<file path="config.mk">
export PLATFORM = sky130hd
export DESIGN_NAME = tcp_server_socket_sequencer
export DESIGN_NICKNAME = d
export VERILOG_FILES = /design/src/sv/tss_pkg.sv /design/src/sv/tss_cfg.sv /design/src/sv/tss_core.sv /design/src/sv/tcp_server_socket_sequencer.sv
export SDC_FILE = /design/constraint.sdc
export NUM_CORES = 1
export LEC_CHECK = 0
export ABC_AREA = 1
export ABC_CLOCK_PERIOD_IN_PS = 2800
export BUFFER_PORTS_ARGS = -buffer_cell sky130_fd_sc_hd__buf_4
export CORE_MARGIN = 4
export CORE_UTILIZATION = 30
export CTS_BUF_LIST = sky130_fd_sc_hd__clkbuf_4 sky130_fd_sc_hd__clkbuf_8
export DETAILED_ROUTE_END_ITERATION = 12
export SETUP_SLACK_MARGIN = 0.15
export SLEW_MARGIN = 20
export SYNTH_ARGS = -nofsm -noshare
export SYNTH_HDL_FRONTEND = slang
export SYNTH_HIERARCHICAL = 1
export SYNTH_SLANG_ARGS = --single-unit
</file>
<file path="constraint.sdc">
create_clock -name i_clk -period 2.8 [get_ports i_clk]
set_input_delay 0.14 -clock i_clk [delete_from_list [all_inputs] [get_ports i_clk]]
set_output_delay 0.14 -clock i_clk [all_outputs]
set_load 0.01 [all_outputs]
</file>
<file path="src/sv/tss_pkg.sv">
// ----------------------------------------------------------------------------
// tss_pkg
// Shared types and codes for the TCP server socket sequencer.
// ----------------------------------------------------------------------------
package tss_pkg;

    localparam logic [1:0] KIND_START = 2'd0;
    localparam logic [1:0] KIND_DONE  = 2'd1;
    localparam logic [1:0] KIND_TX    = 2'd2;
    localparam logic [1:0] KIND_DISC  = 2'd3;

    localparam logic [3:0] OP_RD_SR      = 4'd0;
    localparam logic [3:0] OP_WR_CR      = 4'd1;
    localparam logic [3:0] OP_WR_PORT    = 4'd2;
    localparam logic [3:0] OP_WR_MODE    = 4'd3;
    localparam logic [3:0] OP_WR_KEEP    = 4'd4;
    localparam logic [3:0] OP_RD_RXSZ    = 4'd5;
    localparam logic [3:0] OP_RD_RXPTR   = 4'd6;
    localparam logic [3:0] OP_RD_RXBLK   = 4'd7;
    localparam logic [3:0] OP_WR_RXPTR   = 4'd8;
    localparam logic [3:0] OP_RD_CR      = 4'd9;
    localparam logic [3:0] OP_RD_TXFREE  = 4'd10;
    localparam logic [3:0] OP_RD_TXPTR   = 4'd11;
    localparam logic [3:0] OP_WR_TXBLK   = 4'd12;
    localparam logic [3:0] OP_WR_TXPTR   = 4'd13;
    localparam logic [3:0] OP_CLR_SENDOK = 4'd14;
    localparam logic [3:0] OP_NONE       = 4'd15;

    localparam logic [2:0] CMD_CLOSE  = 3'd0;
    localparam logic [2:0] CMD_OPEN   = 3'd1;
    localparam logic [2:0] CMD_LISTEN = 3'd2;
    localparam logic [2:0] CMD_RECV   = 3'd3;
    localparam logic [2:0] CMD_SEND   = 3'd4;

    localparam logic [2:0] EV_NONE = 3'd0;
    localparam logic [2:0] EV_CONN = 3'd1;
    localparam logic [2:0] EV_DISC = 3'd2;
    localparam logic [2:0] EV_RX   = 3'd3;
    localparam logic [2:0] EV_TX   = 3'd4;

    localparam logic [7:0] ST_CLOSED     = 8'h00;
    localparam logic [7:0] ST_INIT       = 8'h13;
    localparam logic [7:0] ST_ESTAB      = 8'h17;
    localparam logic [7:0] ST_CLOSE_WAIT = 8'h1C;

    localparam logic [15:0] MODE_TCP = 16'h0001;

    localparam logic [1:0] REG_LISTEN_PORT = 2'd0;
    localparam logic [1:0] REG_RX_CAPACITY = 2'd1;
    localparam logic [1:0] REG_KEEPALIVE   = 2'd2;

    typedef struct packed {
        logic [1:0]  kind;
        logic [15:0] read_value;
        logic [15:0] send_length;
    } t_in_item;

    typedef struct packed {
        logic [3:0]  access_op;
        logic [2:0]  socket_command;
        logic [15:0] access_value;
        logic [15:0] access_length;
        logic [2:0]  event_res;
        logic [15:0] event_length;
        logic        link_up;
        logic        send_ready;
        logic        request_rejected;
    } t_out_item;

    typedef struct packed {
        logic [15:0] listen_port;
        logic [15:0] rx_capacity;
        logic [7:0]  keepalive_interval;
    } t_cfg;

endpackage

</file>
<file path="src/sv/tss_cfg.sv">
// ----------------------------------------------------------------------------
// tss_cfg
// Configuration register file: listen port, rx capacity, keepalive value.
// ----------------------------------------------------------------------------
module tss_cfg (
    input  logic          i_clk,
    input  logic          i_rst_n,
    input  logic          i_cfg_valid,
    input  logic [1:0]    i_cfg_index,
    input  logic [15:0]   i_cfg_data,
    output logic          o_cfg_ready,
    output tss_pkg::t_cfg o_cfg
);
    import tss_pkg::*;

    t_cfg r_cfg;

    assign o_cfg_ready = 1'b1;
    assign o_cfg       = r_cfg;

    always_ff @(posedge i_clk) begin
        if (!i_rst_n) begin
            r_cfg.listen_port        <= 16'd0;
            r_cfg.rx_capacity        <= 16'd2048;
            r_cfg.keepalive_interval <= 8'd2;
        end else if (i_cfg_valid) begin
            unique case (i_cfg_index)
                REG_LISTEN_PORT: r_cfg.listen_port        <= i_cfg_data;
                REG_RX_CAPACITY: r_cfg.rx_capacity        <= i_cfg_data;
                REG_KEEPALIVE:   r_cfg.keepalive_interval <= i_cfg_data[7:0];
                default: ;
            endcase
        end
    end

endmodule

</file>
<file path="src/sv/tss_core.sv">
// ----------------------------------------------------------------------------
// tss_core
// Socket sequencer state, step logic and result register.
// ----------------------------------------------------------------------------
module tss_core (
    input  logic               i_clk,
    input  logic               i_rst_n,
    input  logic               i_step,
    input  tss_pkg::t_in_item  i_item,
    input  tss_pkg::t_cfg      i_cfg,
    output tss_pkg::t_out_item o_res
);
    import tss_pkg::*;

    typedef enum logic [4:0] {
        P_MAIN_IDLE, P_MAIN, P_CLOSE, P_CLOSE_WAIT, P_PORT, P_MODE, P_KEEP,
        P_OPEN, P_WAIT_OPEN, P_LISTEN_CMD, P_LISTEN, P_EST, P_RXS1, P_RXS2,
        P_RXPTR, P_RXDATA, P_RXWP, P_RECV, P_RECV_POLL, P_TXF1, P_TXF2,
        P_TXPTR, P_TXDATA, P_TXWP, P_SEND, P_SEND_POLL, P_IRR
    } t_phase;

    t_phase      r_phase, n_phase;
    logic [15:0] r_rx_count, n_rx_count;
    logic [15:0] r_rx_ptr, n_rx_ptr;
    logic [15:0] r_tx_free, n_tx_free;
    logic [15:0] r_tx_ptr, n_tx_ptr;
    logic [15:0] r_tx_len, n_tx_len;
    logic        r_tx_pend, n_tx_pend;
    logic        r_disc_pend, n_disc_pend;
    logic        r_conn, n_conn;
    t_out_item   r_res, n_res;

    logic [15:0] v;
    logic [7:0]  st;
    logic        st_down;

    assign v       = i_item.read_value;
    assign st      = v[7:0];
    assign st_down = (st == ST_CLOSED) || (st == ST_INIT) || (st == ST_CLOSE_WAIT);
    assign o_res   = r_res;

    always_comb begin
        n_phase     = r_phase;
        n_rx_count  = r_rx_count;
        n_rx_ptr    = r_rx_ptr;
        n_tx_free   = r_tx_free;
        n_tx_ptr    = r_tx_ptr;
        n_tx_len    = r_tx_len;
        n_tx_pend   = r_tx_pend;
        n_disc_pend = r_disc_pend;
        n_conn      = r_conn;
        n_res       = '0;
        n_res.access_op = OP_NONE;

        unique case (i_item.kind)
            KIND_START: begin
                if (r_phase == P_MAIN_IDLE) begin
                    n_phase         = P_MAIN;
                    n_res.access_op = OP_RD_SR;
                end
            end
            KIND_DONE: begin
                unique case (r_phase)
                    P_MAIN, P_CLOSE_WAIT: begin
                        if (st != ST_CLOSED) begin
                            if (r_phase == P_MAIN) begin
                                n_phase              = P_CLOSE;
                                n_res.access_op      = OP_WR_CR;
                                n_res.socket_command = CMD_CLOSE;
                            end else begin
                                n_phase         = P_CLOSE_WAIT;
                                n_res.access_op = OP_RD_SR;
                            end
                        end else begin
                            n_phase            = P_PORT;
                            n_res.access_op    = OP_WR_PORT;
                            n_res.access_value = i_cfg.listen_port;
                        end
                    end
                    P_CLOSE: begin
                        n_phase         = P_CLOSE_WAIT;
                        n_res.access_op = OP_RD_SR;
                    end
                    P_PORT: begin
                        n_phase            = P_MODE;
                        n_res.access_op    = OP_WR_MODE;
                        n_res.access_value = MODE_TCP;
                    end
                    P_MODE: begin
                        n_phase            = P_KEEP;
                        n_res.access_op    = OP_WR_KEEP;
                        n_res.access_value = {8'd0, i_cfg.keepalive_interval};
                    end
                    P_KEEP: begin
                        n_phase              = P_OPEN;
                        n_res.access_op      = OP_WR_CR;
                        n_res.socket_command = CMD_OPEN;
                    end
                    P_OPEN: begin
                        n_phase         = P_WAIT_OPEN;
                        n_res.access_op = OP_RD_SR;
                    end
                    P_WAIT_OPEN: begin
                        if (st != ST_INIT) begin
                            n_phase         = P_WAIT_OPEN;
                            n_res.access_op = OP_RD_SR;
                        end else begin
                            n_phase              = P_LISTEN_CMD;
                            n_res.access_op      = OP_WR_CR;
                            n_res.socket_command = CMD_LISTEN;
                        end
                    end
                    P_LISTEN_CMD: begin
                        n_phase         = P_LISTEN;
                        n_res.access_op = OP_RD_SR;
                    end
                    P_LISTEN: begin
                        n_res.access_op = OP_RD_SR;
                        if (st == ST_ESTAB) begin
                            n_tx_pend       = 1'b0;
                            n_conn          = 1'b1;
                            n_res.event_res = EV_CONN;
                            n_phase         = P_EST;
                        end else if (st_down) begin
                            n_phase = P_MAIN;
                        end else begin
                            n_phase = P_LISTEN;
                        end
                    end
                    P_EST: begin
                        if (st_down) begin
                            n_disc_pend     = 1'b0;
                            n_conn          = 1'b0;
                            n_res.event_res = EV_DISC;
                            n_phase         = P_MAIN;
                            n_res.access_op = OP_RD_SR;
                        end else if (r_disc_pend) begin
                            n_disc_pend          = 1'b0;
                            n_tx_pend            = 1'b0;
                            n_conn               = 1'b0;
                            n_res.event_res      = EV_DISC;
                            n_phase              = P_CLOSE;
                            n_res.access_op      = OP_WR_CR;
                            n_res.socket_command = CMD_CLOSE;
                        end else if (r_tx_pend) begin
                            n_phase         = P_TXF1;
                            n_res.access_op = OP_RD_TXFREE;
                        end else begin
                            n_phase         = P_RXS1;
                            n_res.access_op = OP_RD_RXSZ;
                        end
                    end
                    P_RXS1: begin
                        n_rx_count = v;
                        if (v == 16'd0) begin
                            n_phase         = P_EST;
                            n_res.access_op = OP_RD_SR;
                        end else begin
                            n_phase         = P_RXS2;
                            n_res.access_op = OP_RD_RXSZ;
                        end
                    end
                    P_RXS2: begin
                        if (r_rx_count != v) begin
                            n_phase         = P_RXS1;
                            n_res.access_op = OP_RD_RXSZ;
                        end else begin
                            if (r_rx_count > i_cfg.rx_capacity) begin
                                n_rx_count = i_cfg.rx_capacity;
                            end
                            n_phase         = P_RXPTR;
                            n_res.access_op = OP_RD_RXPTR;
                        end
                    end
                    P_RXPTR: begin
                        n_rx_ptr            = v;
                        n_phase             = P_RXDATA;
                        n_res.access_op     = OP_RD_RXBLK;
                        n_res.access_value  = v;
                        n_res.access_length = r_rx_count;
                    end
                    P_RXDATA: begin
                        n_phase            = P_RXWP;
                        n_res.access_op    = OP_WR_RXPTR;
                        n_res.access_value = 16'(r_rx_ptr + r_rx_count);
                    end
                    P_RXWP: begin
                        n_phase              = P_RECV;
                        n_res.access_op      = OP_WR_CR;
                        n_res.socket_command = CMD_RECV;
                    end
                    P_RECV: begin
                        n_phase         = P_RECV_POLL;
                        n_res.access_op = OP_RD_CR;
                    end
                    P_RECV_POLL: begin
                        if (st == 8'd0) begin
                            n_res.event_res    = EV_RX;
                            n_res.event_length = r_rx_count;
                            n_phase            = P_EST;
                            n_res.access_op    = OP_RD_SR;
                        end else begin
                            n_phase         = P_RECV_POLL;
                            n_res.access_op = OP_RD_CR;
                        end
                    end
                    P_TXF1: begin
                        n_tx_free       = v;
                        n_phase         = P_TXF2;
                        n_res.access_op = OP_RD_TXFREE;
                    end
                    P_TXF2: begin
                        if (r_tx_free != v) begin
                            n_phase         = P_TXF1;
                            n_res.access_op = OP_RD_TXFREE;
                        end else if (v < r_tx_len) begin
                            n_phase         = P_EST;
                            n_res.access_op = OP_RD_SR;
                        end else begin
                            n_phase         = P_TXPTR;
                            n_res.access_op = OP_RD_TXPTR;
                        end
                    end
                    P_TXPTR: begin
                        n_tx_ptr            = v;
                        n_phase             = P_TXDATA;
                        n_res.access_op     = OP_WR_TXBLK;
                        n_res.access_value  = v;
                        n_res.access_length = r_tx_len;
                    end
                    P_TXDATA: begin
                        n_phase            = P_TXWP;
                        n_res.access_op    = OP_WR_TXPTR;
                        n_res.access_value = 16'(r_tx_ptr + r_tx_len);
                    end
                    P_TXWP: begin
                        n_phase              = P_SEND;
                        n_res.access_op      = OP_WR_CR;
                        n_res.socket_command = CMD_SEND;
                    end
                    P_SEND: begin
                        n_phase         = P_SEND_POLL;
                        n_res.access_op = OP_RD_CR;
                    end
                    P_SEND_POLL: begin
                        if (st == 8'd0) begin
                            n_phase         = P_IRR;
                            n_res.access_op = OP_CLR_SENDOK;
                        end else begin
                            n_phase         = P_SEND_POLL;
                            n_res.access_op = OP_RD_CR;
                        end
                    end
                    P_IRR: begin
                        n_tx_pend       = 1'b0;
                        n_res.event_res = EV_TX;
                        n_phase         = P_EST;
                        n_res.access_op = OP_RD_SR;
                    end
                    default: ;
                endcase
            end
            KIND_TX: begin
                if (r_tx_pend) begin
                    n_res.request_rejected = 1'b1;
                end else begin
                    n_tx_len  = i_item.send_length;
                    n_tx_pend = 1'b1;
                end
            end
            KIND_DISC: begin
                if (!r_conn) begin
                    n_res.request_rejected = 1'b1;
                end else begin
                    n_disc_pend = 1'b1;
                end
            end
            default: ;
        endcase

        n_res.link_up    = n_conn;
        n_res.send_ready = !n_tx_pend;
    end

    always_ff @(posedge i_clk) begin
        if (!i_rst_n) begin
            r_phase     <= P_MAIN_IDLE;
            r_rx_count  <= 16'd0;
            r_rx_ptr    <= 16'd0;
            r_tx_free   <= 16'd0;
            r_tx_ptr    <= 16'd0;
            r_tx_len    <= 16'd0;
            r_tx_pend   <= 1'b0;
            r_disc_pend <= 1'b0;
            r_conn      <= 1'b0;
        end else if (i_step) begin
            r_phase     <= n_phase;
            r_rx_count  <= n_rx_count;
            r_rx_ptr    <= n_rx_ptr;
            r_tx_free   <= n_tx_free;
            r_tx_ptr    <= n_tx_ptr;
            r_tx_len    <= n_tx_len;
            r_tx_pend   <= n_tx_pend;
            r_disc_pend <= n_disc_pend;
            r_conn      <= n_conn;
            r_res       <= n_res;
        end
    end

endmodule

</file>
<file path="src/sv/tcp_server_socket_sequencer.sv">
// ----------------------------------------------------------------------------
// tcp_server_socket_sequencer
// Server socket sequencer: turns socket events into register accesses.
// ----------------------------------------------------------------------------
// Usage:
//   Input channel (i_in_valid / o_in_stall / i_in_data) carries one beat per
//   start kick, completed access (with its read value), transmit request or
//   disconnect request. Output channel (o_out_valid / i_out_stall /
//   o_out_data) returns exactly one beat per input: the next access to
//   issue plus any event and the link/send status after the step.
//   Config channel (i_cfg_valid / o_cfg_ready / i_cfg_index / i_cfg_data)
//   writes listen port, rx capacity and keepalive; write only while idle.
//   The input register feeds the step logic (compares and 16-bit pointer
//   adds), which feeds the result register. Throughput is one beat per
//   cycle while the receiver does not stall.
//   When the receiver stalls, the result holds and the input register holds
//   one more beat; o_in_stall rises only when both are full.
//   Reset (synchronous, active low) empties both stages, returns the
//   sequencer to waiting for a start kick and loads the default config.
// ----------------------------------------------------------------------------
module tcp_server_socket_sequencer (
    input  logic               i_clk,
    input  logic               i_rst_n,
    input  logic               i_in_valid,
    output logic               o_in_stall,
    input  tss_pkg::t_in_item  i_in_data,
    output logic               o_out_valid,
    input  logic               i_out_stall,
    output tss_pkg::t_out_item o_out_data,
    input  logic               i_cfg_valid,
    output logic               o_cfg_ready,
    input  logic [1:0]         i_cfg_index,
    input  logic [15:0]        i_cfg_data
);
    import tss_pkg::*;

    logic     r_in_valid;
    t_in_item r_in_item;
    logic     r_out_valid;
    logic     out_free;
    logic     step;
    logic     in_take;
    t_cfg     cfg;

    assign out_free    = !r_out_valid || !i_out_stall;
    assign step        = r_in_valid && out_free;
    assign o_in_stall  = r_in_valid && !out_free;
    assign in_take     = i_in_valid && !o_in_stall;
    assign o_out_valid = r_out_valid;

    always_ff @(posedge i_clk) begin
        if (!i_rst_n) begin
            r_in_valid  <= 1'b0;
            r_out_valid <= 1'b0;
        end else begin
            if (in_take) begin
                r_in_valid <= 1'b1;
            end else if (step) begin
                r_in_valid <= 1'b0;
            end
            if (step) begin
                r_out_valid <= 1'b1;
            end else if (!i_out_stall) begin
                r_out_valid <= 1'b0;
            end
        end
        if (in_take) begin
            r_in_item <= i_in_data;
        end
    end

    tss_cfg u_cfg (
        .i_clk       (i_clk),
        .i_rst_n     (i_rst_n),
        .i_cfg_valid (i_cfg_valid),
        .i_cfg_index (i_cfg_index),
        .i_cfg_data  (i_cfg_data),
        .o_cfg_ready (o_cfg_ready),
        .o_cfg       (cfg)
    );

    tss_core u_core (
        .i_clk   (i_clk),
        .i_rst_n (i_rst_n),
        .i_step  (step),
        .i_item  (r_in_item),
        .i_cfg   (cfg),
        .o_res   (o_out_data)
    );

endmodule

</file>
==> flow_summary.toml <==
[timing]
hold_violations = 0
setup_viol = 0
layout_worst_path_cycle_share = 0.8939
max_slew.worst_pin.slew_ns = 0.7330
max_slew_margin = 0.5102
finClkSkew_ns = 0.03037
tns_ns = 0
grt_setup_unrepaired = "no"
drv_slew = 0
fin_hold_ws_ns = 0.06359
final.min_clock_period_ns = 2.503
max_freq_ghz = 0.3995

[clock_tree]
clk_latency_ns = 0.61
post-cts-setup-buffer-count = 0
htree_levels = 2
root_buffer = "clkbuf_8"
cts_buffers = 44
cts_sinks = 225
clk_pin_slew_ns = 0.06
cts_tree = "yes"
clockBufferDepth = 3

[power_and_ir_drop]
p_leak_nw = 7.137
irDropWorstVdd_uv = 425.0
p_per_area_nw_per_um2 = 484.0

[grt]
grt_pass1_vias = 11510
grtUsageMet1 = 0.2714
overflow = 0
grt_max_degree = 126
grt_busiest_layer = "met2"
antenna_found_initial = 0
grt_pass1_wl_um = 66740
grtUsageMet3 = 0.02531
grt_usage = 0.1908
gr-usage-met2 = 0.3012

[logic_synthesis]
seq_area_frac_synth = 0.4312
yosysMostFrequentCell = "nand2_1"
syn_nets = 1819
ys_warn_count = 6
synth_area_um2 = 12650
yosys.cell_types.count = 48
synth.largest_area_cell = "edfxtp_1"
syn_inst = 1695
synth.area.top_cells = "edfxtp_1 (23%), dfxtp_1 (21%), nand2_1 (11%), a21oi_1 (7.0%), ha_1 (6.4%)"
ys_ff_latch = 225
synth_edf_count = 95
ys.flop_type = "dfxtp_1"
netlist.area_leader.share = 0.2255
postSynth.asyncResetShare = 0
synth_area_per_cell_um2 = 7.464
synth_top_cells_by_count = "nand2_1 (374), nor2_1 (213), inv_1 (199), a21oi_1 (176), o21ai_0 (131)"

[die]
ios = 121
core_um2 = 41290
chipWidth_um = 213.4
chipHeight_um = 213.4
initial_core_util = 0.3064
rows = 74
die_area_um2 = 45520

[finish]
area_delta_synth_final_pct = 24.11
fillers = 4343
nNetsFinal = 2020
n_antenna_cell = 0
drive_gt1_frac = 0.1456
fin_area_um2 = 15700

[placement]
dp_hpwl_um = 33720
placed_area_um2 = 14230
portBuffers = 119
globalplace.congestion = 0.9425

[setup_path]
max_stage_delay_ns = 0.63
cp_top_family = "simple AND/OR/NAND/NOR gates"
cp-end-kind = "flip-flop"
crit_type = "flip-flop to flip-flop"
crit_fanout = 15
cp.required_ns = 3.16
critPathLaunchType = "flip-flop"
path_common_cell = "inv_1"
crit_chain = "inv_1 > nand3_1 > inv_1 > nand2_1 > inv_2 > a221oi_1 > nand3_1 > nand2_1 > inv_1"
cp_num_buf_inv = 4
cpMaxStageDelayCell = "dfxtp_1"
worstPathArrival_ns = 2.86

[job]
drv_cap = 0

[min_path]
min_path_type = "input pin to flip-flop"

[routing]
antenna_left = 0
wirelength_um = 43980
first_iter_violations = 917
dr_total_vias = 12150
drc = 0
wl_per_cell_um = 17.87
vias_per_cell = 4.934
first_pass_iters = 5

[outcome]
outcome = "finished, final reports clean"
worst min-delay path: stages:
cell and delay, ns:
buf_4 0.24, a21oi_1 0.18, nor2_1 0.05
state kept, by name, indices dropped and copies added, names as in the netlist, 16 cells and up:
name	count
u_core/o_res	61
u_core/r_rx_ptr	16
u_cfg/o_cfg	40
r_in_item	34
u_core/r_tx_len	16
u_core/r_tx_ptr	16
u_core/r_rx_count	16
u_core/r_tx_free	16
report_power, final:
part	leakage [nW]	switching [mW]	total (mW)	internal, mW
logic	4.71	0.379	0.662	0.282
clock network	0.463	1.50	3.34	1.84
registers	1.96	0.0875	3.60	3.52
total	7.14	1.97	7.60	5.63
repair_timing:
action	in CTS	in global routing
hold endpoints to repair	77	0
hold buffers	58	0
endpoints found under the setup margin	1	5
gates resized for setup	1	4
stage by stage:
stage	std cells	worst slack [ns]	util	total power, mW
6_report	2462	0.2971	0.3802	7.600
5_1_grt	2462	0.1663	0.3802	7.919
4_1_cts	2462	0.2380	0.3802	7.699
3_5_place_dp	2324	0.09926	0.3446	4.264
3_3_place_gp	2324	0.1407	0.3446	4.254
2_1_floorplan	1695	0.3797	-	3.988
cell usage in the layout, fill, tap and decap left out, types with 8 or more instances in the layout:
cell type	n
clkbuf_8	47
xnor2_1	17
clkinv_1	8
clkbuf_4	13
inv_2	14
xor2_1	12
a21oi_1	176
ha_1	65
nand3b_1	8
o21ai_0	129
nor3_1	13
dfxtp_1	129
nand2_1	374
nand3_1	93
nand4_1	13
edfxtp_1	95
dlygate4sd3_1	58
buf_4	162
nor2_1	213
or2_2	10
inv_1	198
logic make-up (layout without fill, tap and decap cells):
kind of cell | Yosys count | in the layout | share of synthesized area
AOI/OAI and AO/OA | 347 | 347 | 0.1449
xor gates and xnor gates | 29 | 29 | 0.02008
adders and majority gates | 67 | 67 | 0.06745
buffers and inverters | 281 | 516 | 0.09050
DFF | 225 | 225 | 0.4312
other | 1 | 1 | 0.0002964
and+or+nand+nor | 745 | 745 | 0.2456
cell type report:
| cell class | instances | area, um^2 | area share |
|---|---|---|---|
| clock inverter | 20 | 138.9 | 0.008845 |
| inverter | 214 | 803.3 | 0.05116 |
| timing repair buffer | 222 | 1837 | 0.1170 |
| multi-input combinational | 1189 | 6056 | 0.3857 |
| tap | 532 | 665.6 | 0.04239 |
| clock buffer | 60 | 744.5 | 0.04741 |
| sequential | 225 | 5456 | 0.3475 |
metal layers:
layer,share of wire,up-vias
met3,0.059,64
met2,0.45,372
met5,0,-
li1,-,5970
met1,0.47,5741
met4,0.028,0
final timing paths:
check                          start                  to  slack (ns)  cells after the start
setup / recovery   u_core/r_phase[4]    u_core/o_res[45]        0.30                      9
setup reg to reg   u_core/r_phase[4]    u_core/o_res[45]        0.30                      9
hold / removal           i_cfg_valid     u_cfg/o_cfg[31]        0.06                      3
hold reg to reg   u_core/r_rx_ptr[0]  u_core/r_rx_ptr[0]        0.45                      2
(Power assumes the default switching activity.)
